### src/sv/dhs_pkg.sv
// Types, codes and default sizes for the dedup hash set.
`timescale 1ns / 1ps
package dhs_pkg;

   localparam int OP_W    = 2;
   localparam int VALUE_W = 64;
   localparam int COUNT_W = 11;

   localparam int DEF_TABLE_ENTRIES = 1024;
   localparam int DEF_BANK_NODES    = 1024;
   localparam int DEF_HASH_SHIFT    = 4;

   typedef enum logic [OP_W-1:0] {
      OP_INSERT = 2'd0,
      OP_QUERY  = 2'd1,
      OP_REMOVE = 2'd2,
      OP_CLEAR  = 2'd3
   } op_type;

   typedef enum logic [2:0] {
      KIND_NOP,
      KIND_INSERT,
      KIND_QUERY,
      KIND_REMOVE,
      KIND_CLEAR
   } kind_type;

   typedef struct packed {
      kind_type             kind;
      logic [VALUE_W-1:0]   value;
   } cmd_type;

   typedef struct packed {
      logic                 was_present;
      logic                 was_added;
      logic                 overflowed;
      logic [COUNT_W-1:0]   live_entries;
      logic [COUNT_W-1:0]   garbage_entries;
   } rsp_type;

   typedef enum logic [3:0] {
      S_SWEEP,
      S_IDLE,
      S_HEAD,
      S_NODE,
      S_DECIDE,
      S_GC_HEAD,
      S_GC_NODE,
      S_GC_NEXT,
      S_GC_DONE
   } back_state_type;

endpackage

### src/sv/dhs_front.sv
// Front end: takes request words and classifies them into commands.
`timescale 1ns / 1ps
module dhs_front (
   input  logic                         clock,
   input  logic                         reset,
   input  logic                         req_valid,
   output logic                         req_ready,
   input  logic [dhs_pkg::OP_W-1:0]     req_operation,
   input  logic [dhs_pkg::VALUE_W-1:0]  req_value,
   output logic                         cmd_valid,
   input  logic                         cmd_ready,
   output dhs_pkg::cmd_type             cmd_data
);
   import dhs_pkg::*;

   logic    valid_ff, valid_in;
   cmd_type cmd_ff, cmd_in;
   logic    load;

   assign req_ready = !valid_ff || cmd_ready;
   assign load      = req_valid && req_ready;
   assign cmd_valid = valid_ff;
   assign cmd_data  = cmd_ff;

   always_comb begin
      valid_in     = valid_ff;
      cmd_in       = cmd_ff;
      cmd_in.value = req_value;
      if (load) begin
         valid_in = 1'b1;
      end else if (cmd_ready) begin
         valid_in = 1'b0;
      end
      // zero words do nothing except for clear
      case (op_type'(req_operation))
         OP_INSERT: cmd_in.kind = (req_value == '0) ? KIND_NOP : KIND_INSERT;
         OP_QUERY:  cmd_in.kind = (req_value == '0) ? KIND_NOP : KIND_QUERY;
         OP_REMOVE: cmd_in.kind = (req_value == '0) ? KIND_NOP : KIND_REMOVE;
         OP_CLEAR:  cmd_in.kind = KIND_CLEAR;
         default:   cmd_in.kind = KIND_NOP;
      endcase
   end

   always_ff @(posedge clock) begin
      if (reset) begin
         valid_ff <= 1'b0;
      end else begin
         valid_ff <= valid_in;
      end
   end

   always_ff @(posedge clock) begin
      if (load) begin
         cmd_ff <= cmd_in;
      end
   end

endmodule

### config.mk
export PLATFORM = sky130hd
export DESIGN_NAME = dhs_front
export DESIGN_NICKNAME = d
export VERILOG_FILES = /design/src/sv/dhs_pkg.sv /design/src/sv/dhs_front.sv
export SDC_FILE = /design/constraint.sdc
export NUM_CORES = 1
export LEC_CHECK = 0
export BUFFER_PORTS_ARGS = -buffer_cell sky130_fd_sc_hd__clkbuf_2
export CORE_ASPECT_RATIO = 1.75
export CORE_MARGIN = 3
export CORE_UTILIZATION = 45
export DETAILED_ROUTE_END_ITERATION = 10
export GPL_ROUTABILITY_DRIVEN = 0
export PLACE_DENSITY = 0.95
export SYNTH_ARGS = -nofsm -noshare
export SYNTH_HDL_FRONTEND = slang
export SYNTH_SLANG_ARGS = --single-unit
### constraint.sdc
create_clock -name clock -period 7.65 [get_ports clock]
set_clock_uncertainty 0.05 [all_clocks]
set_input_delay 0.3825 -clock clock [delete_from_list [all_inputs] [get_ports clock]]
set_output_delay 0.3825 -clock clock [all_outputs]
set_load 0.01 [all_outputs]
==> results.md <==
- Clock sinks: 68
- Leakage: 1.36 nW
- Final worst slack: 5.69 ns
- P&R area growth vs syn: 42.7%
- Synth async-reset ratio: 0%
- Netlist cell types: 11
- Seq/Total Area, Yosys: 91.5%
- Fmax: 0.511 GHz
- Post-CTS setup buffer count: 0
- Setup TNS: 0 ns
- Psw: approximately 0.00016 W
- Critical Path AT: ~1.9 ns
- Cells on Worst Hold Path: 2
- Synth top cells by count: edfxtp_1, nor4_1, nand4_1
- Antenna violations before repair: 0
- First-pass GRT wire length: 7730 um
- Slew @ Worst Pin: between 0.7 and 0.8 ns
- Overflow after GRT: 0
- Gate Count Post-Synth: 97
- Die area: between 5000 and 6000 sq um
- Primary FF master, synth: edfxtp_1
- Clk network pwr share: about a third
- Max-slew violations: 0
- RSZ-0062 raised after global routing: false
- Largest net degree at the start of global routing: 36
- Fin crit period: 1.96 ns
- Synthesized area: 2220 sq um
- Switch share: a little over a fifth
- Syn nets: 167
- Worst-path clk slew: 0.06 ns
- Worst Setup Path Type: flop to flop
- Placement Setup Slack: 5.48 ns
- Dpl hpwl: between 4000 and 5000 um
- Vias in the first global route: 1614
- Avg Inst Size Synth: 22.9 sq um
- Clock Tree Buf Depth: 2
- Top area cells in the synthesized netlist: edfxtp_1, nor4_1, nand4_1
- Post-synth top area share: 90.6%
- Layout Utilization: 67.3%
- DRT Pass-1 Iters: 4
- PwrDens: around 240 nW/um^2
- Setup crit end kind: flop
- Hold-critical path endpoint: cmd_valid
- Fin. Hold Viols: 0
- Overall Global Routing Usage: roughly a fifth
- Synth area leader: edfxtp_1
- CP Max Fanout: 35
- Row count: 33
- Hold_sp: reset
- Via density: 5.04
- R2r setup slk: roughly 5.7 ns
- Clock Latency Late Sink: 0.32 ns
- Via count: 1531
- Die W: slightly below 60 um
- Critical Path RT: around 7.6 ns
- Num ports: about 140
- Post-DR wirelength/cell: 16.7 um
- Worst R2R End: cmd_data[8]
- Gate power share: 8.7%
- Total CTS buffers: 9
- Relative slew slack: 53.1%
- Clock Tree Root: clkbuf_8
- Antenna cell count: 0
- Worst Hold Class: input port to flop
- Reg2reg path depth: 3
- Core area: 4710 sq um
- Post-synth EDFFs: 67
- Ys Warns: 0
- Share of cells above drive strength 1: 61.5%
- Initial Utilization: 47.2%
- Max-cap violations: 0
- Cell with the most instances after synthesis: edfxtp_1
- Iter 0 DRT Violations: 38
- Max IR drop VDD: around 0.19 mV
- Port Buf Inserts: 138
- Antenna Nets Post-Route: 0
- Final critical-path share of the clock period: about 26%
- TritonCTS clock tree: built
- CTS resizes: 0
- Chip height: 98.9 um
- Seq cells post-synth: 68
- Reg-to-Reg Start: cmd_valid
- H-tree levels: 3
- Cts-stage hold buffer count: 0
- Worst setup SP type: flop
- P_int: 0.000611 W
- Final Setup Violations: 0
- DRT Wirelength: between 5000 and 6000 um
- WHS: between 0.15 and 0.2 ns
- Sequential power share: 57.1%
- Status: finished, final reports clean
- # DRC: 0
- Nets@finish: 317
## worst max-delay path by stage
stage	startpoint	end	depth (start not counted)	slack [ns]
after floorplan	cmd_ready	cmd_data[0]	2	5.00
after detailed placement	cmd_ready	cmd_data[2]	4	5.48
after global placement	cmd_ready	cmd_data[52]	4	5.57
after global routing	cmd_valid	cmd_data[65]	3	5.51
after CTS	cmd_valid	cmd_data[2]	3	5.66
final	cmd_valid	cmd_data[8]	3	5.69
## flip-flops by register name, indices dropped and copies added (netlist names)
signal	cells
cmd_valid	1
cmd_data	67
## routing by layer
metal	vias up	GRT usage [%]	routed length, um
met1	705	18.6	1530
met2	106	33.1	2960
met5	-	0	0
met4	0	9.08	99
li1	708	-	-
met3	12	6.16	492
## cell families after synthesis
kind of cell	count (synthesis)	share of synthesized area, %
DFF	68	91.5
buffers and inverters	1	0.169
and+or+nand+nor	26	7.67
AOI/OAI and AO/OA	1	0.225
xor gates and xnor gates	1	0.395
## power by group through the flow
stage	clock (W)	sequential, W	combinational [W]
after floorplan	0	0.000462	0.00000958
after global placement	0	0.000449	0.0000654
after detailed placement	0	0.000450	0.0000678
after CTS	0.000272	0.000442	0.0000683
after global routing	0.000291	0.000443	0.0000731
final	0.000264	0.000442	0.0000672
## metrics by stage
| step | power, W | instances | area (sq um) |
|---|---|---|---|
| floorplan | 0.000472 | 97 | 2220 |
| global placement | 0.000514 | 288 | 2980 |
| detailed placement | 0.000518 | 288 | 2980 |
| CTS | 0.000782 | 304 | 3170 |
| global route | 0.000807 | 304 | 3170 |
| finish | 0.000773 | 304 | 3170 |
## cell type report
type                            instances  area (sq um)
Sequential cell                        68          2030
Fill cell                             352          1540
Timing Repair Buffer                  139           698
Multi-Input combinational cell         28           185
Clock buffer                           10           128
Tap cell                               52          65.1
Clock inverter                          6          55.1
Inverter                                1          3.75
## worst max-delay path: stages (launching register included)
cell and delay [ns]:
dfxtp_1 0.31, nand2b_1 0.10, and2_2 0.62, buf_4 0.51
## cells in the final DEF (no fill, tap or decap), types with 2 or more instances in the layout
cell type / instances
nand4_1: 4
clkinv_2: 2
edfxtp_1: 67
clkbuf_8: 9
nor4_2: 2
clkbuf_2: 138
nor4_1: 15
nor2_1: 2
clkinv_1: 2
Note: power is estimated with default switching activity, not from simulation.
