### config.mk
export PLATFORM = sky130hd
export DESIGN_NAME = dhs_cmd_fifo
export DESIGN_NICKNAME = d
export VERILOG_FILES = /design/src/sv/dhs_pkg.sv /design/src/sv/dhs_cmd_fifo.sv
export SDC_FILE = /design/constraint.sdc
export NUM_CORES = 1
export LEC_CHECK = 0
export ABC_AREA = 1
export BUFFER_PORTS_ARGS = -buffer_cell sky130_fd_sc_hd__buf_2
export CORE_MARGIN = 2
export CORE_UTILIZATION = 25
export DETAILED_ROUTE_END_ITERATION = 10
export HOLD_SLACK_MARGIN = 0.15
export PLACE_DENSITY = 0.42
export SLEW_MARGIN = 10
export SYNTH_ARGS = -nofsm -noshare
export SYNTH_HDL_FRONTEND = slang
export SYNTH_SLANG_ARGS = --single-unit
### constraint.sdc
create_clock -name clock -period 5.6 [get_ports clock]
set_clock_uncertainty 0.2 [all_clocks]
set_input_delay 0.28 -clock clock [delete_from_list [all_inputs] [get_ports clock]]
set_output_delay 0.28 -clock clock [all_outputs]
set_load 0.005 [all_outputs]
### src/sv/dhs_pkg.sv
// Types, codes and default sizes for the dedup hash set.
`timescale 1ns / 1ps
package dhs_pkg;

   localparam int OP_W    = 2;
   localparam int VALUE_W = 64;
   localparam int COUNT_W = 11;

   localparam int DEF_TABLE_ENTRIES = 1024;
   localparam int DEF_BANK_NODES    = 1024;
   localparam int DEF_HASH_SHIFT    = 4;

   typedef enum logic [OP_W-1:0] {
      OP_INSERT = 2'd0,
      OP_QUERY  = 2'd1,
      OP_REMOVE = 2'd2,
      OP_CLEAR  = 2'd3
   } op_type;

   typedef enum logic [2:0] {
      KIND_NOP,
      KIND_INSERT,
      KIND_QUERY,
      KIND_REMOVE,
      KIND_CLEAR
   } kind_type;

   typedef struct packed {
      kind_type             kind;
      logic [VALUE_W-1:0]   value;
   } cmd_type;

   typedef struct packed {
      logic                 was_present;
      logic                 was_added;
      logic                 overflowed;
      logic [COUNT_W-1:0]   live_entries;
      logic [COUNT_W-1:0]   garbage_entries;
   } rsp_type;

   typedef enum logic [3:0] {
      S_SWEEP,
      S_IDLE,
      S_HEAD,
      S_NODE,
      S_DECIDE,
      S_GC_HEAD,
      S_GC_NODE,
      S_GC_NEXT,
      S_GC_DONE
   } back_state_type;

endpackage

### src/sv/dhs_cmd_fifo.sv
// Two-entry command queue between the front end and the engine.
`timescale 1ns / 1ps
module dhs_cmd_fifo (
   input  logic             clock,
   input  logic             reset,
   input  logic             in_valid,
   output logic             in_ready,
   input  dhs_pkg::cmd_type in_cmd,
   output logic             out_valid,
   input  logic             out_ready,
   output dhs_pkg::cmd_type out_cmd
);
   import dhs_pkg::*;

   localparam int DEPTH = 2;

   cmd_type     slot_ff [DEPTH];
   logic        wr_ptr_ff, wr_ptr_in;
   logic        rd_ptr_ff, rd_ptr_in;
   logic [1:0]  count_ff, count_in;
   logic        push, pop;

   assign in_ready  = count_ff != 2'(DEPTH);
   assign out_valid = count_ff != 2'd0;
   assign out_cmd   = slot_ff[rd_ptr_ff];
   assign push      = in_valid && in_ready;
   assign pop       = out_valid && out_ready;

   always_comb begin
      wr_ptr_in = push ? !wr_ptr_ff : wr_ptr_ff;
      rd_ptr_in = pop ? !rd_ptr_ff : rd_ptr_ff;
      count_in  = count_ff;
      if (push && !pop) begin
         count_in = count_ff + 2'd1;
      end else if (pop && !push) begin
         count_in = count_ff - 2'd1;
      end
   end

   always_ff @(posedge clock) begin
      if (reset) begin
         wr_ptr_ff <= 1'b0;
         rd_ptr_ff <= 1'b0;
         count_ff  <= 2'd0;
      end else begin
         wr_ptr_ff <= wr_ptr_in;
         rd_ptr_ff <= rd_ptr_in;
         count_ff  <= count_in;
      end
   end

   always_ff @(posedge clock) begin
      if (push) begin
         slot_ff[wr_ptr_ff] <= in_cmd;
      end
   end

endmodule

==> impl_summary.txt, run 1 <==
----------------------------------------------------
[Global route]
  Residual overflow from global routing ... 0
  GR Util All Layers ... 0.0956
  Antenna violations before repair ... 0
  First-pass GRT wire length ... 15.7 mm
  Via count of the first global-routing pass ... 3,155
  Largest net degree at the start of global routing ... 68

[Route]
  ANT nets after route ... 0
  Detail-routed net length per standard cell ... 13.7 um
  Via Count ... 2,887
  Final Routed Wirelength ... 10.3 mm
  Initial DRC count ... 76
  First-pass detailed-route iteration total ... 4
  Vias per inst ... 3.85
  DRC Markers ... 0

[Cells and area]
  Number of nets in the final layout ... 539
  Commonest cells after routing, fill and taps aside ... sky130_fd_sc_hd__buf_2, sky130_fd_sc_hd__edfxtp_1, sky130_fd_sc_hd__dlygate4sd3_1
  Diode count ... 0
  Fraction of final layout cells with drive strength greater than 1 ... 0.498
  Filler cells ... 1,975
  Area added between synthesis and finish ... 43.6%
  Most common cell after layout, fill and taps aside ... sky130_fd_sc_hd__buf_2

[Logic synthesis]
  Seq/Total Area, Yosys ... 0.795
  Post-synth net total ... 317
  Synth Warn # ... 0
  Synthesized area divided by synthesized cell count ... 21.2 sq um
  Cell Area, Synth ... 0.00519 sq mm
  Post-synth cell types ... 15
  Synthesized flop and latch total ... 139
  Post-synthesis instance total ... 245

[Pwr]
  PwrDens ... 412 mW/mm^2
  Overall power of the completed layout ... 3.07 mW
  Static leakage power ... 2.86 nW
  Maximum vdd drop ... 0.194 mV

[STA]
  Final worst path period share ... 0.482
  Fmax ... 371 MHz
  RSZ-0062 raised after global routing ... false
  Post-route minimum period ... 2.70 ns
  Sum Neg Setup Slack ... 0 ns
  Hold Violations, Final ... 0
  Final max-slew violation count ... 0
  Measured slew at the worst slew-check pin ... 1.13 ns
  Slew HR ... 0.245
  Total setup violations reported at the end of the flow ... 0

[Worst setup path]
  Kind of end point of the critical path ... register
  Kind of start point of the critical path ... register
  Largest stage delay on the critical path ... 0.89 ns
  Type of the setup path with the least slack ... register to register
  Most frequent CP cell ... sky130_fd_sc_hd__nand2_1
  RR Startpoint ... count_ff[0]
  Crit path max fanout ... 36
  Worst Path Arrival ... 2.55 ns
  Cells along the critical path ... inv_1, nand2_1, nand2_1, nor2_4, buf_4
  Start point of the critical path ... count_ff[0]
  Required time worst endpoint ... 5.45 ns
  Cell with the largest stage delay on the worst path ... sky130_fd_sc_hd__nor2_4

[Place]
  Port-buffer cells ... 139
  Dpl hpwl ... 6.23 mm
  GP Congestion ... 0.617

[Floorplanning]
  Die area ... 0.0219 sq mm
  Standard-cell rows ... 52
  Initial Utilization ... 0.255
  Die height ... 148 um
  Top Ports ... 140
  DIE WIDTH ... 148 um
  Area of the core region ... 0.0203 sq mm

[Job]
  Max-cap violation count ... 0

[Clocking]
  Root buffer cell ... sky130_fd_sc_hd__clkbuf_16
  Cts hold-fix bufs ... 69
  Resized Gates After CTS ... 0
  Number of CTS-inserted buffers ... 17
  Skew-Pair Late Insertion Delay ... 0.41 ns
  Level count of the clock H-tree ... 4
  Post-CTS setup-driven buffer insertion count ... 0
  Count of clock tree sinks ... 139
  Clock tree buffer depth ... 2
  Clock edge transition at the registers on the reported setup and hold paths ... 0.06 ns
  CTS tree ... built

[Hold path]
  Path class of the lowest-slack min-delay path ... input pin to register
  Startpoint of the lowest-slack hold path ... in_valid

[Status]
  Run status ... complete, no violations

----------------------------------------------------
-- power by group --
group / internal [mW] / total [mW] / switching [mW]
Sequential: 1.32 / 1.42 / 0.0983
Clock: 0.647 / 1.05 / 0.405
Combinational: 0.344 / 0.601 / 0.257
-- cell usage after synthesis --
cell | instances | area, sq um
sky130_fd_sc_hd__a21oi_1 | 2 | 10.0
sky130_fd_sc_hd__buf_2 | 3 | 15.0
sky130_fd_sc_hd__buf_4 | 1 | 7.51
sky130_fd_sc_hd__buf_6 | 3 | 33.8
sky130_fd_sc_hd__dfxtp_1 | 5 | 100
sky130_fd_sc_hd__edfxtp_1 | 134 | 4020
sky130_fd_sc_hd__ha_1 | 1 | 12.5
sky130_fd_sc_hd__inv_1 | 8 | 30.0
sky130_fd_sc_hd__mux2_2 | 37 | 417
sky130_fd_sc_hd__mux2_4 | 30 | 450
sky130_fd_sc_hd__nand2_1 | 9 | 33.8
sky130_fd_sc_hd__nand3_1 | 2 | 10.0
sky130_fd_sc_hd__nand4_1 | 1 | 6.26
sky130_fd_sc_hd__nor2_1 | 7 | 26.3
sky130_fd_sc_hd__o21ai_0 | 2 | 10.0
-- worst paths after layout --
check	to	slack, ns	depth (start not counted)
max	slot_ff[1][65]	2.90	5
min reg2reg	register	0.32	2
max reg2reg	slot_ff[1][65]	2.90	5
min	wr_ptr_ff	0.19	5
-- worst max-delay path, delay by kind of cell, from the launching register on --
| kind | cells | cell delay (ns) |
|---|---|---|
| AND/OR/NAND/NOR | 3 | 1.14 |
| flip-flops | 1 | 0.32 |
| buffers and inverters | 2 | 0.64 |
-- cells by family after synthesis --
logic type / count (synthesis) / share of synthesized area
AO/OA/AOI/OAI: 4 / 0.00386
multiplexers: 67 / 0.167
flip-flops: 139 / 0.795
buffers and inverters: 15 / 0.0166
adder cells (fa/ha/maj): 1 / 0.00241
AND/OR/NAND/NOR: 19 / 0.0147
-- layer usage --
metal | vias up | GRT usage | share of wire
li1 | 1394 | - | -
met1 | 1405 | 0.108 | 0.43
met2 | 83 | 0.162 | 0.51
met3 | 5 | 0.0367 | 0.052
met4 | 0 | 0.0386 | 0.010
met5 | - | 0 | 0
-- flip-flops by register name, summed over array words and instances, names as in the netlist, named ones only --
name,count
rd_ptr_ff,1
wr_ptr_ff,1
slot_ff,134
count_ff,2
-- layout make-up --
type	instances	area, sq um	share of cell area
Multi-Input combinational cell	91	991	0.133
Sequential cell	139	4130	0.554
Clock inverter	14	130	0.0175
Timing Repair Buffer	210	1400	0.188
Clock buffer	18	429	0.0576
Inverter	8	30.0	0.00403
Tap cell	270	338	0.0454
-- per-stage QoR --
stage | worst slack, ns | area, sq um | hold slack [ns] | utilization | std cells
6_report | 2.90 | 7450 | 0.193 | 0.367 | 750
5_1_grt | 2.61 | 7450 | 0.252 | 0.367 | 750
4_1_cts | 2.78 | 7450 | 0.174 | 0.367 | 750
3_5_place_dp | 2.79 | 6200 | 0.271 | 0.305 | 649
3_3_place_gp | 2.80 | 6200 | 0.268 | 0.305 | 649
2_1_floorplan | 1.54 | 5190 | 0.179 | - | 245
No activity file was read; power rests on OpenSTA's default activity.
==> run 2: changes to the inputs <==
==> constraint.sdc (replaced) <==
create_clock -name clock -period 2.7 [get_ports clock]
set_clock_uncertainty 0.2 [all_clocks]
set_input_delay 0.135 -clock clock [delete_from_list [all_inputs] [get_ports clock]]
set_output_delay 0.135 -clock clock [all_outputs]
set_load 0.005 [all_outputs]
==> run 2 against run 1 <==
Net effect:
- first-iteration DRC count grew 37%
- register-to-register slack got worse by 2.5 ns
- sequential power up 100%
- combinational power rose by 130%
- fmax is 17% higher
- cell area rose by 0.67%
- die area is the same
- highest routed layer unchanged
- via count is 2.3% higher
- largest power group unchanged
- core utilization rose by 0.25 points
- worst hold slack improved by 0.059 ns
- clock power increased by 100%
==> impl_summary.txt, run 2 (synthesis results as in run 1) <==
----------------------------------------------------
[Status]
  Run status ... complete, no violations

[Cells and area]
  Number of nets in the final layout ... 545 (+1.1%)
  Commonest cells after routing, fill and taps aside ... sky130_fd_sc_hd__buf_2, sky130_fd_sc_hd__edfxtp_1, sky130_fd_sc_hd__dlygate4sd3_1
  Biggest register ... slot_ff
  Flip-flop count of the largest register after layout ... 134 (unchanged)
  Area added between synthesis and finish ... 44.6%
  Most common cell after layout, fill and taps aside ... sky130_fd_sc_hd__buf_2
  Largest regs ... slot_ff: 134 flops, count_ff: 2 flops
  Fraction of final layout cells with drive strength greater than 1 ... 0.486 (-0.0123)
  Diode count ... 0 (unchanged)
  Final cell count without fillers ... 756 (+0.80%)

[Worst setup path]
  Worst Path Arrival ... 2.40 ns (-0.15 ns)
  Kind of end point of the critical path ... register
  Required time worst endpoint ... 2.79 ns (-2.66 ns)
  Crit path max fanout ... 5 (-86%)
  Kind of start point of the critical path ... register
  Type of the setup path with the least slack ... register to register

[Global route]
  Residual overflow from global routing ... 0 (unchanged)
  Largest net degree at the start of global routing ... 47 (-31%)
  Antenna violations before repair ... 0 (unchanged)
  First-pass GRT wire length ... 16.3 mm (+3.7%)
  Via count of the first global-routing pass ... 3,141 (-0.44%)
  GR Util All Layers ... 0.0991 (+0.00356)

[Clocking]
  Clock tree buffer depth ... 2 (unchanged)
  Skew-Pair Late Insertion Delay ... 0.40 ns (about the same)
  Number of CTS-inserted buffers ... 17 (unchanged)
  Post-CTS setup-driven buffer insertion count ... 0 (unchanged)
  Level count of the clock H-tree ... 4 (unchanged)
  CTS tree ... built
  Clock edge transition at the registers on the reported setup and hold paths ... 0.06 ns (about the same)
  Count of clock tree sinks ... 139 (unchanged)
  Root buffer cell ... sky130_fd_sc_hd__clkbuf_16

[Pwr]
  Maximum vdd drop ... 0.424 mV (+120%)
  Static leakage power ... 2.87 nW (+0.52%)
  PwrDens ... 851 mW/mm^2 (+110%)
  Overall power of the completed layout ... 6.38 mW (+110%)

[Route]
  ANT nets after route ... 0 (unchanged)
  Final Routed Wirelength ... 10.5 mm (+2.2%)
  Initial DRC count ... 104 (+37%)
  Detailed route wirelength on metal3 ... 636 um (+18%)
  DRC Markers ... 0 (unchanged)
  DRT met1 WL ... 4.57 mm (+3.7%)
  Met2 wirelength from detailed routing ... 5.18 mm (-0.61%)
  Detail-routed net length per standard cell ... 13.9 um (+1.4%)
  Highest routed metal layer ... met4
  Vias per inst ... 3.91 (+1.5%)
  Via Count ... 2,954 (+2.3%)
  First-pass detailed-route iteration total ... 6 (+2)

[STA]
  Post-route minimum period ... 2.31 ns (-0.387 ns)
  Final hold slack ... 0.252 ns (+0.0586 ns)
  Final worst path period share ... 0.856 (+0.374)
  Total setup violations reported at the end of the flow ... 0 (unchanged)
  Final max-slew violation count ... 0 (unchanged)
  Final worst setup slack ... 0.390 ns (-2.51 ns)
  Hold Violations, Final ... 0 (unchanged)
  Fmax ... 433 MHz (+17%)
  Measured slew at the worst slew-check pin ... 0.519 ns (-0.611 ns)
  RSZ-0062 raised after global routing ... false
  Slew HR ... 0.654 (+0.409)

[Place]
  Port-buffer cells ... 139 (unchanged)
  GP Congestion ... 0.617 (about the same)
  Placed instance count ... 652 (+0.46%)
  Dpl hpwl ... 6.36 mm (+2.0%)
  Post-placement worst setup slack ... 0.836 ns (-1.95 ns)

[Job]
  Max-cap violation count ... 0 (unchanged)

[Floorplanning]
  Standard-cell rows ... 52 (unchanged)
  Die area ... 0.0219 sq mm (unchanged)
  Area of the core region ... 0.0203 sq mm (unchanged)
  Top Ports ... 140 (unchanged)
  Die height ... 148 um (unchanged)
  Initial Utilization ... 0.255 (unchanged)
  DIE WIDTH ... 148 um (unchanged)

[Hold path]
  Path class of the lowest-slack min-delay path ... input pin to register

----------------------------------------------------
run 2: changes by cell type in the layout (fill, tap and decap cells not counted):
cell | before | now
sky130_fd_sc_hd__buf_4 | 2 | 4
sky130_fd_sc_hd__clkbuf_1 | 1 | 5
sky130_fd_sc_hd__clkinv_4 | 3 | 1
sky130_fd_sc_hd__dlygate4sd3_1 | 69 | 72
sky130_fd_sc_hd__clkinv_2 | 5 | 1
sky130_fd_sc_hd__clkinv_1 | 3 | 5
sky130_fd_sc_hd__buf_12 | 0 | 1
run 2: timing repair:
item / in CTS / in global routing
hold buffers: 72 / 0
hold endpoints to repair: 139 / 0
resized for setup: 0 / 0
run 2: layer usage:
layer,GRT usage,vias up
li1,-,1411
met5,0,-
met2,0.166,92
met3,0.0352,5
met4,0.0400,0
met1,0.117,1446
run 2: where the power goes:
group	leakage, nW	switching [mW]	internal (mW)
logic	1.32	0.643	0.741
clock network	0.260	0.811	1.34
registers	1.29	0.109	2.73
total	2.87	1.56	4.82
run 2: critical path: stages, from the launching register on:
cell	delay, ns
sky130_fd_sc_hd__dfxtp_1	0.31
sky130_fd_sc_hd__inv_1	0.14
sky130_fd_sc_hd__nand2_1	0.09
sky130_fd_sc_hd__nand2_1	0.21
sky130_fd_sc_hd__inv_1	0.11
sky130_fd_sc_hd__ha_1	0.33
sky130_fd_sc_hd__o21ai_0	0.18
sky130_fd_sc_hd__dlygate4sd3_1	0.58
sky130_fd_sc_hd__a21oi_1	0.05
run 2: path summary, 6_finish.rpt:
kind	startpoint	endpoint	slack, ns	depth (start not counted)
setup / recovery	count_ff[0]	count_ff[0]	0.39	8
hold / removal	in_cmd[1]	slot_ff[0][1]	0.25	2
setup reg to reg	count_ff[0]	count_ff[0]	0.39	8
hold reg to reg	rd_ptr_ff	rd_ptr_ff	0.31	2
run 2: through the flow:
step	setup TNS, ns	utilization	area (sq um)
floorplan	-33.35	-	5190
global placement	0	0.307	6230
detailed placement	0	0.307	6230
CTS	0	0.369	7500
global route	0	0.369	7500
finish	0	0.369	7500
run 2: final cells by class:
type / instances / area (sq um)
multi-input combinational: 91 / 991
clock buffer: 22 / 444
timing repair buffer: 216 / 1470
fill: 1973 / 12800
sequential: 139 / 4130
inverter: 8 / 30.0
clock inverter: 10 / 100
tap: 270 / 338
==> run 3: changes to the inputs <==
--- a/config.mk
+++ b/config.mk
@@ -12,6 +12,7 @@
 export DETAILED_ROUTE_END_ITERATION = 10
 export HOLD_SLACK_MARGIN = 0.15
 export PLACE_DENSITY = 0.42
+export REMOVE_ABC_BUFFERS = 1
 export SLEW_MARGIN = 10
 export SYNTH_ARGS = -nofsm -noshare
 export SYNTH_HDL_FRONTEND = slang
==> constraint.sdc (replaced) <==
create_clock -name clock -period 2.8 [get_ports clock]
set_clock_uncertainty 0.2 [all_clocks]
set_input_delay 0.14 -clock clock [delete_from_list [all_inputs] [get_ports clock]]
set_output_delay 0.14 -clock clock [all_outputs]
set_load 0.005 [all_outputs]
==> run 3 against run 2 <==
Net effect:
- first-iteration DRC count is 17% higher
- wire length is 3.1% higher
- die area stayed put
- critical path depth is 2 higher
- global-route usage is 0.48 points higher
- combinational power is 4% lower
- largest cell class unchanged
- clock-buffer cell count is 1 higher
- clock power is 17% higher
- sequential power is 3% lower
- critical endpoint is now count_ff[1]
- via count is 0.61% higher
- worst hold slack worse by 0.0061 ns
- worst setup slack better by 0.12 ns
==> impl_summary.txt, run 3 (synthesis results as in run 1) <==
----------------------------------------------------
[Cells and area]
  Flip-flop count of the largest register after layout ... 134 (unchanged)
  Number of nets in the final layout ... 545 (unchanged)
  Final standard cell area without fillers ... 0.00763 sq mm (+1.8%)
  Fraction of final layout cells with drive strength greater than 1 ... 0.506 (+0.0206)
  Biggest register ... slot_ff
  Final core utilization ... 0.376 (+0.00653)
  Area added between synthesis and finish ... 47.1%
  Most common cell after layout, fill and taps aside ... sky130_fd_sc_hd__buf_2
  Commonest cells after routing, fill and taps aside ... sky130_fd_sc_hd__buf_2, sky130_fd_sc_hd__edfxtp_1, sky130_fd_sc_hd__dlygate4sd3_1
  Diode count ... 0 (unchanged)
  Largest regs ... slot_ff: 134 flops, count_ff: 2 flops

[Place]
  Cell area after placement ... 0.00624 sq mm (+0.12%)
  Post-placement worst setup slack ... 0.885 ns (+0.0491 ns)
  GP Congestion ... 0.711 (+15%)
  Dpl hpwl ... 6.97 mm (+9.7%)
  Port-buffer cells ... 139 (unchanged)

[STA]
  RSZ-0062 raised after global routing ... false
  Hold Violations, Final ... 0 (unchanged)
  Post-route minimum period ... 2.29 ns (-0.0183 ns)
  Measured slew at the worst slew-check pin ... 0.600 ns (+0.0804 ns)
  Final hold slack ... 0.246 ns (-0.00608 ns)
  Final worst path period share ... 0.819 (-0.0371)
  Final max-slew violation count ... 0 (unchanged)
  Fmax ... 436 MHz (+0.80%)
  Total setup violations reported at the end of the flow ... 0 (unchanged)
  Slew HR ... 0.600 (-0.0536)
  Final worst setup slack ... 0.508 ns (+0.118 ns)

[Hold path]
  Startpoint of the lowest-slack hold path ... in_cmd[26]
  Endpoint with the worst hold slack ... slot_ff[0][26]
  Path class of the lowest-slack min-delay path ... input pin to register
  Hold Path Stages ... 2 (unchanged)

[Route]
  First-pass detailed-route iteration total ... 4 (-2)
  DRC Markers ... 0 (unchanged)
  Via Count ... 2,972 (+0.61%)
  Detail-routed net length per standard cell ... 14.3 um (+3.1%)
  ANT nets after route ... 0 (unchanged)
  Initial DRC count ... 122 (+17%)
  Final Routed Wirelength ... 10.8 mm (+3.1%)
  Vias per inst ... 3.93 (+0.61%)

[Clocking]
  Root buffer cell ... sky130_fd_sc_hd__clkbuf_16
  Post-CTS setup-driven buffer insertion count ... 0 (unchanged)
  CTS tree ... built
  Skew-Pair Late Insertion Delay ... 0.41 ns (about the same)
  Clock edge transition at the registers on the reported setup and hold paths ... 0.06 ns (about the same)
  Clock tree buffer depth ... 2 (unchanged)
  Number of CTS-inserted buffers ... 17 (unchanged)
  Count of clock tree sinks ... 139 (unchanged)
  Level count of the clock H-tree ... 4 (unchanged)

[Global route]
  Via count of the first global-routing pass ... 3,281 (+4.5%)
  Largest net degree at the start of global routing ... 42 (-11%)
  First-pass GRT wire length ... 16.9 mm (+3.9%)
  Residual overflow from global routing ... 0 (unchanged)
  Antenna violations before repair ... 0 (unchanged)
  GR Util All Layers ... 0.104 (+0.00480)

[Floorplanning]
  Die area ... 0.0219 sq mm (unchanged)
  Area of the core region ... 0.0203 sq mm (unchanged)
  Initial Utilization ... 0.255 (unchanged)
  Die height ... 148 um (unchanged)
  Standard-cell rows ... 52 (unchanged)
  DIE WIDTH ... 148 um (unchanged)
  Top Ports ... 140 (unchanged)

[Worst setup path]
  Crit path max fanout ... 5 (unchanged)
  Type of the setup path with the least slack ... register to register
  Cells along the critical path ... inv_1, nand2_1, nand2_1, inv_1, ha_1, inv_1, nand4_1, nand2_1, dlygate4sd3_1, nor2_1
  Largest stage delay on the critical path ... 0.55 ns (-0.03 ns)
  Crit-path leading delay family ... buffers and inverters
  Required time worst endpoint ... 2.91 ns (+0.12 ns)
  RR Startpoint ... count_ff[0]
  Kind of start point of the critical path ... register
  Worst Path Arrival ... 2.41 ns (about the same)
  Critical path depth ... 10 (+2)
  Register-to-Register Setup Slack ... 0.51 ns (+0.12 ns)
  Buffers and inverters on the worst path ... 4 (+1)
  End of the worst register-to-register path ... count_ff[1]
  Count of cells along the worst register-to-register path ... 10 (+2)
  Kind of end point of the critical path ... register
  Cell with the largest stage delay on the worst path ... sky130_fd_sc_hd__dlygate4sd3_1

[Pwr]
  Maximum vdd drop ... 0.397 mV (-6.3%)
  Overall power of the completed layout ... 6.58 mW (+3.2%)
  PwrDens ... 863 mW/mm^2 (+1.4%)
  Static leakage power ... 2.93 nW (+2.2%)

[Status]
  Run status ... complete, no violations

[Job]
  Max-cap violation count ... 0 (unchanged)

----------------------------------------------------
-- run 3: cell count changes in the layout (fill, tap and decap cells not counted) --
| cell | previous run | this run |
|---|---|---|
| sky130_fd_sc_hd__buf_4 | 4 | 5 |
| sky130_fd_sc_hd__bufinv_16 | 2 | 5 |
| sky130_fd_sc_hd__clkbuf_1 | 5 | 1 |
| sky130_fd_sc_hd__clkbuf_8 | 0 | 5 |
| sky130_fd_sc_hd__clkinv_1 | 5 | 0 |
| sky130_fd_sc_hd__clkinv_2 | 1 | 0 |
| sky130_fd_sc_hd__clkinv_4 | 1 | 0 |
| sky130_fd_sc_hd__clkinvlp_4 | 1 | 3 |
| sky130_fd_sc_hd__dlygate4sd3_1 | 72 | 71 |
| sky130_fd_sc_hd__inv_6 | 0 | 1 |
-- run 3: area by class of cell --
type                       instances  area, sq um
tap                              270          338
fill                            1963        12700
sequential                       139         4130
clock inverter                     9          181
timing repair buffer             216         1460
clock buffer                      23          498
multi-input combinational         91          991
inverter                           8         30.0
-- run 3: worst reg2reg max path: cells and delay by family (launching register included) --
kind | cells | cell delay, ns
adder cells (fa/ha/maj) | 1 | 0.33
buffers and inverters | 4 | 0.85
flip-flops | 1 | 0.32
AND/OR/NAND/NOR | 5 | 0.49
-- run 3: how the worst max path moves through the flow --
stage | from | endpoint | slack (ns)
floorplan | count_ff[0] | slot_ff[0][0] | -1.26
global placement | count_ff[0] | slot_ff[1][39] | 0.96
detailed placement | count_ff[0] | slot_ff[1][49] | 0.89
CTS | register | out_cmd[27] | 0.51
global route | count_ff[0] | count_ff[1] | 0.36
finish | count_ff[0] | count_ff[1] | 0.51
-- run 3: where the power goes --
part	switching (mW)	total, mW	internal, mW	leakage (nW)
combinational	0.609	1.32	0.708	1.32
sequential	0.118	2.75	2.63	1.29
clock	0.812	2.52	1.70	0.322
total	1.54	6.58	5.04	2.93
-- run 3: timing repair --
action	4_1_cts	5_1_grt
hold buffers	71	0
gates resized for setup	0	0
hold endpoints to repair	139	0
-- run 3: routing by layer --
layer | vias to the layer above | share of wire | GRT usage
li1 | 1403 | - | -
met1 | 1461 | 0.42 | 0.120
met2 | 95 | 0.50 | 0.174
met3 | 13 | 0.069 | 0.0426
met4 | 0 | 0.015 | 0.0371
met5 | - | 0 | 0
-- run 3: stage by stage --
stage | std cells | TNS [ns]
3_3_place_gp | 653 | 0
3_5_place_dp | 653 | 0
4_1_cts | 756 | 0
5_1_grt | 756 | 0
2_1_floorplan | 238 | -174.62
6_report | 756 | 0
